## src/swpd_pkg.sv

```systemverilog
`timescale 1ns / 1ps

package swpd_pkg;

	localparam int SINE_TABLE_DEPTH = 256;
	localparam int IDX_W = $clog2(SINE_TABLE_DEPTH + 1);
	localparam int POS_W = 30 + IDX_W;
	localparam int TAB_W = 31;
	localparam int CFG_IDX_W = 3;

	localparam logic [63:0] HALF_PI_Q30 = 64'd1686629713;
	localparam logic [63:0] ONE_Q30_64 = 64'd1073741824;
	localparam logic [30:0] ONE_Q30 = 31'h4000_0000;
	localparam logic [63:0] RND30_POS = 64'h0000_0000_2000_0000;
	localparam logic [63:0] RND30_NEG = 64'h0000_0000_1FFF_FFFF;
	localparam logic [50:0] RND16_POS = 51'h8000;
	localparam logic [50:0] RND16_NEG = 51'h7FFF;
	localparam logic [16:0] WEIGHT_ONE = 17'h1_0000;

	localparam logic [1:0] AXIS_X = 2'd0;
	localparam logic [1:0] AXIS_Y = 2'd1;
	localparam logic [1:0] AXIS_Z = 2'd2;
	localparam logic [1:0] AXIS_NONE = 2'd3;

	localparam logic [CFG_IDX_W-1:0] REG_OFFSET_AXIS = 3'd0;
	localparam logic [CFG_IDX_W-1:0] REG_WAVE_AXIS = 3'd1;
	localparam logic [CFG_IDX_W-1:0] REG_AMPLITUDE = 3'd2;
	localparam logic [CFG_IDX_W-1:0] REG_INV_WAVELENGTH = 3'd3;
	localparam logic [CFG_IDX_W-1:0] REG_PHASE_TURNS = 3'd4;

	typedef struct packed {
		logic [1:0]         offset_axis;
		logic [1:0]         wave_axis;
		logic signed [31:0] amplitude;
		logic [31:0]        inv_wavelength;
		logic [15:0]        phase_turns;
	} cfg_t;

	typedef struct packed {
		logic signed [31:0] x;
		logic signed [31:0] y;
		logic signed [31:0] z;
		logic [16:0]        w;
		logic               bypass;
	} ctx_t;

	typedef struct packed {
		logic [IDX_W-1:0] idx;
		logic [29:0]      frac;
		logic             neg;
	} ang_t;

	typedef struct packed {
		logic signed [31:0] x;
		logic signed [31:0] y;
		logic signed [31:0] z;
	} res_t;

	// quarter-wave sine in Q1.30, Taylor series, clamped and kept monotonic
	function automatic logic [TAB_W-1:0] sine_entry(input int unsigned n);
		logic [63:0] x;
		logic [63:0] x2;
		logic [63:0] term;
		longint      sum;
		longint      best;
		best = 0;
		for (int unsigned i = 0; i <= n; i++) begin
			x = HALF_PI_Q30 * 64'(i) / SINE_TABLE_DEPTH;
			x2 = (x * x) >> 30;
			term = x;
			sum = longint'(x);
			for (int unsigned k = 1; k <= 8; k++) begin
				term = ((term * x2) >> 30) / 64'((2 * k) * (2 * k + 1));
				if (k[0])
					sum = sum - longint'(term);
				else
					sum = sum + longint'(term);
			end
			if (sum < 0)
				sum = 0;
			if (sum > longint'(ONE_Q30_64))
				sum = longint'(ONE_Q30_64);
			if (sum > best)
				best = sum;
		end
		return TAB_W'(best);
	endfunction

	function automatic logic [31:0] sat32(input logic signed [33:0] v);
		logic [31:0] r;
		if (v[33] == v[32] && v[32] == v[31])
			r = v[31:0];
		else if (v[33])
			r = 32'h8000_0000;
		else
			r = 32'h7FFF_FFFF;
		return r;
	endfunction

endpackage

```

## src/swpd_angle.sv

```systemverilog
`timescale 1ns / 1ps

module swpd_angle (
	input  logic            clk,
	input  logic            arst_n,
	input  swpd_pkg::cfg_t  cfg,
	input  logic            up_vld,
	output logic            up_rdy,
	input  swpd_pkg::ctx_t  up_ctx,
	output logic            dn_vld,
	input  logic            dn_rdy,
	output swpd_pkg::ctx_t  dn_ctx,
	output swpd_pkg::ang_t  dn_ang
);

	logic vld_s1, vld_s2, vld_s3;
	logic en1, en2, en3;

	swpd_pkg::ctx_t     ctx_s1, ctx_s2, ctx_s3;
	logic signed [31:0] drive_s1;
	logic [31:0]        ang_s2;
	swpd_pkg::ang_t     ang_s3;

	swpd_pkg::ctx_t             ctx_in;
	logic signed [31:0]         drive;
	logic signed [64:0]         prod;
	logic [31:0]                angle;
	logic [30:0]                fold;
	logic [swpd_pkg::POS_W-1:0] pos;

	assign en3 = !vld_s3 || dn_rdy;
	assign en2 = !vld_s2 || en3;
	assign en1 = !vld_s1 || en2;
	assign up_rdy = en1;

	always_comb begin
		ctx_in = up_ctx;
		if (up_ctx.w > swpd_pkg::WEIGHT_ONE)
			ctx_in.w = swpd_pkg::WEIGHT_ONE;
		ctx_in.bypass = (cfg.inv_wavelength == 32'd0) || (cfg.offset_axis == swpd_pkg::AXIS_NONE);
		case (cfg.wave_axis)
			swpd_pkg::AXIS_X: drive = up_ctx.x;
			swpd_pkg::AXIS_Y: drive = up_ctx.y;
			swpd_pkg::AXIS_Z: drive = up_ctx.z;
			default:          drive = '0;
		endcase
	end

	assign prod = drive_s1 * $signed({1'b0, cfg.inv_wavelength});

	always_comb begin
		angle = ang_s2 + {cfg.phase_turns, 16'd0};
		if (angle[30])
			fold = swpd_pkg::ONE_Q30 - {1'b0, angle[29:0]};
		else
			fold = {1'b0, angle[29:0]};
		pos = swpd_pkg::POS_W'(fold) * swpd_pkg::POS_W'(swpd_pkg::SINE_TABLE_DEPTH);
	end

	always_ff @(posedge clk or negedge arst_n) begin
		if (!arst_n) begin
			vld_s1 <= 1'b0;
			vld_s2 <= 1'b0;
			vld_s3 <= 1'b0;
		end else begin
			if (en1)
				vld_s1 <= up_vld;
			if (en2)
				vld_s2 <= vld_s1;
			if (en3)
				vld_s3 <= vld_s2;
		end
	end

	always_ff @(posedge clk) begin
		if (en1) begin
			ctx_s1 <= ctx_in;
			drive_s1 <= drive;
		end
		if (en2) begin
			ctx_s2 <= ctx_s1;
			ang_s2 <= prod[47:16];
		end
		if (en3) begin
			ctx_s3 <= ctx_s2;
			ang_s3.idx <= pos[swpd_pkg::POS_W-1:30];
			ang_s3.frac <= pos[29:0];
			ang_s3.neg <= angle[31];
		end
	end

	assign dn_vld = vld_s3;
	assign dn_ctx = ctx_s3;
	assign dn_ang = ang_s3;

endmodule

```

## config.mk

```make
export PLATFORM = sky130hd
export DESIGN_NAME = swpd_angle
export DESIGN_NICKNAME = d
export VERILOG_FILES = /design/src/swpd_pkg.sv /design/src/swpd_angle.sv
export SDC_FILE = /design/constraint.sdc
export NUM_CORES = 2
export LEC_CHECK = 0
export ABC_AREA = 1
export BUFFER_PORTS_ARGS = -buffer_cell sky130_fd_sc_hd__buf_2
export CORE_UTILIZATION = 25
export DETAILED_ROUTE_END_ITERATION = 10
export HOLD_SLACK_MARGIN = 0.15
export PLACE_DENSITY = 0.39
export SLEW_MARGIN = 15
export SYNTH_ARGS = -nofsm -noshare
export SYNTH_HDL_FRONTEND = slang
export SYNTH_SLANG_ARGS = --single-unit
```

## constraint.sdc

```tcl
create_clock -name clk -period 13.2 [get_ports clk]
set_clock_uncertainty 0.1 [all_clocks]
set_input_delay 2.64 -clock clk [delete_from_list [all_inputs] [get_ports clk]]
set_output_delay 2.64 -clock clk [all_outputs]
set_load 0.01 [all_outputs]
```

# Yosys cells after proc, flatten, opt, wreduce, memory -nomap -nowiden
# Cells that the tools add are included.
# totals
elab_cells	42
out_inout_bits	156
input_bits	202
rom_bits	0
ramBits	0
latch_bits	0
memories	0
reg_bits	441
# classes
n_div	0
eq_ne	3
reduce_logical	9
order_cmp	1
muxes	2
shift	0
addsub	2
n_bitwise	0
n_mul	1
# op_table
cell	count
$pmux 32 s3	1
$mul 32x33->48	1
$add 32x32->32	1
$logic_not 32->1	1
$sub 31x30->31 const A	1
$mux 30	1
$gt 17x17->1 const B	1
$eq 2x2->1 const B	2
$logic_or 1x1->1	4
$logic_not 1->1	3
$eq 2x1->1 const B	1
$logic_not 2->1	1

# Depth between registers and ports, before layout
# logic_depth
ltp_word	4
ltp_mapped	32
ltp_nobuf	30

# Worst setup path after synthesis
# Ideal clock, no wire load.
# synth_path
path_type	input -> output
startpoint	input port dn_rdy
endpoint	output port up_rdy
t_required_ns	10.460
setup_slack_ns	1.138
stages	4
path_buffers	0
arrival_time_ns	9.322
cell_sequence	inv_1 nand2_1 nor2_1 nand2_1
# synth_via
elab_chain_len	3
# synth_lines
item	line	source
start: declaration	swpd_angle.sv:11	input logic dn_rdy,
$logic_or 1x1->1	swpd_angle.sv:31	assign en3 = !vld_s3 || dn_rdy;
net en3	swpd_angle.sv:17	logic en1, en2, en3;
$logic_or 1x1->1	swpd_angle.sv:32	assign en2 = !vld_s2 || en3;
$logic_or 1x1->1	swpd_angle.sv:33	assign en1 = !vld_s1 || en2;
end: declaration	swpd_angle.sv:8	output logic up_rdy,
# The timed path passes the listed nets, and every way through them passes these cells.

# Final worst setup path
# layout_path
startpoint	input port cfg[34] (netlist bit)
endpoint	register ang_s2[28] (data pin)
# layout_via
elab_chain_len	1
# layout_lines
item	line	source
start: declaration	swpd_angle.sv:6	input swpd_pkg::cfg_t cfg,
$mul 32x33->48	swpd_angle.sv:49	assign prod = drive_s1 * $signed({1'b0, cfg.inv_wavelength});
net prod[44]	swpd_angle.sv:26	logic signed [64:0] prod;
end signal: assignment	swpd_angle.sv:82	ang_s2 <= prod[47:16];
end: declaration	swpd_angle.sv:21	logic [31:0] ang_s2;
# The timed path passes the listed nets, and every way through them passes these cells.
# A chain may end at the register's enable or synchronous reset.

==> results.json <==
{
  "outcome": "finished, final reports clean",
  "rsz0062_at_grt": "false",
  "first_global_vias": 34260,
  "max_freq_mhz": 104.7,
  "cts_resized": 0,
  "die_w_um": 429.1,
  "synth-compound-area-share_pct": 2.535,
  "drt_iter0_markers": 1533,
  "post_cts_buffers": 0,
  "synth_mux_area_share_pct": 0,
  "synth_edf_count": 438,
  "tightest_slew_ps": 1064,
  "slew_violations": 0,
  "setup.worst_path.class": "in -> reg",
  "r2r_cells": 23,
  "drcViolationCount": 0,
  "portBuffers": 316,
  "period_share_pct": 72.37,
  "max-cap-violations": 0,
  "top_layer_used": "met5",
  "ios": 358,
  "drt_first_pass_iters": 8,
  "rows": 156,
  "layout_setup_ws_ps": 3647,
  "cts_inserted_buffers": 50,
  "vias": 30980,
  "finalSetupTns_ps": 0,
  "seq_area_um2": 13230,
  "met3_length_um": 6127,
  "gp_congestion": 0.8414,
  "dr_wl_met2_um": 67560,
  "clkLatencyLatePin_ps": 650,
  "synth_top_family_by_area": "adder cells",
  "slew_headroom_pct": 29.04,
  "cts_tree": "built",
  "nets": 6257,
  "critPathRequiredTime_ps": 13470,
  "cp-start-kind": "input port",
  "hold_depth": 0,
  "synth_flop_cell": "edfxtp_1",
  "chipHeight_um": 429.1,
  "synth_cells": 4841,
  "synth-adder-area-share_pct": 40.15,
  "drive_gt1_share_pct": 9.588,
  "yosysSeqAreaShare_pct": 29.00,
  "ctsHoldBuffers": 0,
  "yosys.area_share.simple_pct": 12.20,
  "synthArstFlopShare_pct": 0.6803,
  "cts_sinks": 441,
  "n_fill_cell": 19290,
  "cp_cell_sequence": "buf_2, buf_4, nand2_1, inv_1, fa_1, fa_1, inv_1, fa_1, fa_1, inv_1, fa_1, fa_1, fa_1, fa_1, ha_1, nand2_1, nor2_1, nand2_1, nor4_1, nand2_1, nand2_1, nand4_1, nand3_1, nand2_1",
  "ys_warn_count": 0,
  "cp_max_fo": 19,
  "placed_area_um2": 49800,
  "setup_viol": 0,
  "multiInputGateArea_um2": 25940,
  "final_area_um2": 51440,
  "end_kind": "register",
  "cts_max_path_buffers": 3,
  "netlist_area_um2": 45610,
  "antenna_found_initial": 11,
  "cp_slowest_stage_delay_ps": 610,
  "root_buffer": "clkbuf_16",
  "syn_area_per_cell_um2": 9.422,
  "wirelength_um": 138000,
  "post-route-min-period_ps": 9553,
  "critPathSlowestCell": "fa_1",
  "grt_pass1_wl_um": 212900,
  "initial_core_util_pct": 25.21,
  "synthXorXnorAreaFrac_pct": 1.879,
  "die_area_um2": 184200,
  "crit_path_frequent_cell": "fa_1",
  "routed_via_density": 4.146,
  "ys_types": 51,
  "cp.arrival_ps": 9820,
  "clkTransAtPathRegs_ps": 60,
  "drt-wirelength-per-cell_um": 18.47,
  "ant_nets": 0,
  "pre_cts_ws_ps": 3004,
  "fp.coreArea_um2": 180900,
  "overflow": 0,
  "grt_util_all_layers_pct": 15.33,
  "area_growth_pct": 12.78,
  "wl_met1_um": 61620,
  "r2r_slack_ps": 5590,
  "hpwl_um": 102500,
  "grt_max_degree": 84,
  "synth_seq_cells": 441,
  "htreeDepth": 2,
  "hp-class": "reg -> reg",
  "hold_violations": 0
}
==> synthesized netlist by cell type (3+ instances only) <==
library cell  instances  area [µm²]
o211ai_1             32       240.2
nand4_1              15       93.84
o21a_1                5       37.54
inv_1              1492        5600
dfrtp_1               3       75.07
a31oi_1               9       56.30
nor2_2                6       37.54
xnor2_1              23       201.4
buf_1                21       78.83
a21boi_0              4       30.03
edfxtp_1            438       13150
xor2_1               63       551.8
or2_1                 3       18.77
a21o_1                7       52.55
clkbuf_1            179       671.9
fa_1                781       15640
nand2_2               5       31.28
nor3_1                7       35.03
nand2_1            1125        4223
a21oi_1              71       355.3
buf_4                 8       60.06
inv_2                 4       15.01
nor2_1              142       533.0
o21ai_1               3       15.01
buf_2                 7       35.03
o21ai_0              46       230.2
ha_1                214        2678
nor4_1               17       106.4
nand3_1              65       325.3
nand3b_1              5       37.54
o21bai_1              5       37.54
or2_2                 9       56.30
==> placed cells by master, fill, tap and decap left out, types with 3 or more instances in the layout <==
cell type,n
o211ai_1,32
nand3b_1,5
nand2_2,5
clkbuf_1,12
o21a_1,5
a21o_1,7
nor2_2,6
buf_2,316
edfxtp_1,438
a21boi_0,4
nand4_1,15
bufinv_16,5
o21ai_0,46
nand3_1,65
a31oi_1,9
inv_2,4
nand2_4,3
conb_1,8
clkbuf_16,50
inv_1,1491
fa_1,781
xor2_1,63
buf_4,61
nor4_1,17
nor3_1,7
nor2_1,141
dfrtp_1,3
nand2_1,1123
xnor2_1,23
o21bai_1,5
o21ai_1,3
clkinv_2,4
or2_2,9
ha_1,214
clkinv_1,13
a21oi_1,71
or2_1,3
==> flip-flops by register name (all words and copies together) (netlist names) <==
signal / cells
dn_vld: 1
dn_ang: 32
dn_ctx: 114
vld_s2: 1
vld_s1: 1
ctx_s1: 114
ang_s2: 32
drive_s1: 32
ctx_s2: 114
==> critical path: cells and delay by family <==
kind / cells / cell delay, ps
adders and majority gates: 9 / 4580
and+or+nand+nor: 10 / 1470
buffers and inverters: 5 / 1100
==> layout make-up <==
class,instances,share of cell area (%)
Tap cell,2370,5.765
Clock inverter,30,0.6592
Multi-Input combinational cell,2693,50.43
Sequential cell,441,25.72
Antenna cell,1,0.004865
Inverter,1497,10.94
Clock buffer,62,2.520
Timing Repair Buffer,377,3.965
==> stage by stage <==
step	hold slack, ps	std cells	util (%)
5_1_grt	314.1	7470	28.43
2_1_floorplan	300.3	4848	-
3_3_place_gp	300.3	7378	27.52
4_1_cts	307.8	7470	28.43
6_report	306.8	7471	28.43
3_5_place_dp	304.5	7378	27.52
==> final timing paths <==
check / end / start
min in group asynchronous: vld_s1 / arst_n
hold / removal: dn_ctx[81] / ctx_s2[81]
max in group asynchronous: vld_s2 / arst_n
setup / recovery: ang_s2[28] / cfg[34]
setup reg to reg: ang_s2[28] / drive_s1[9]
hold reg to reg: dn_ctx[81] / ctx_s2[81]
==> layer usage <==
layer  global-route usage, %  up-vias
li1                        -    14380
met1                   20.26    15850
met2                   26.42      579
met3                   2.339      155
met4                   3.132       12
met5                       0        -
==> kinds of logic (layout without fill, tap and decap cells) <==
family,after synthesis,count (layout)
flops,441,441
xor+xnor,91,91
buf+inv,1714,1966
fa+ha+maj,995,995
simple gates,1406,1406
compound gates,193,193
other cells,1,9
Power is not shown: default switching activity piles up to over one toggle a cycle in this logic, so the estimate is an artifact.
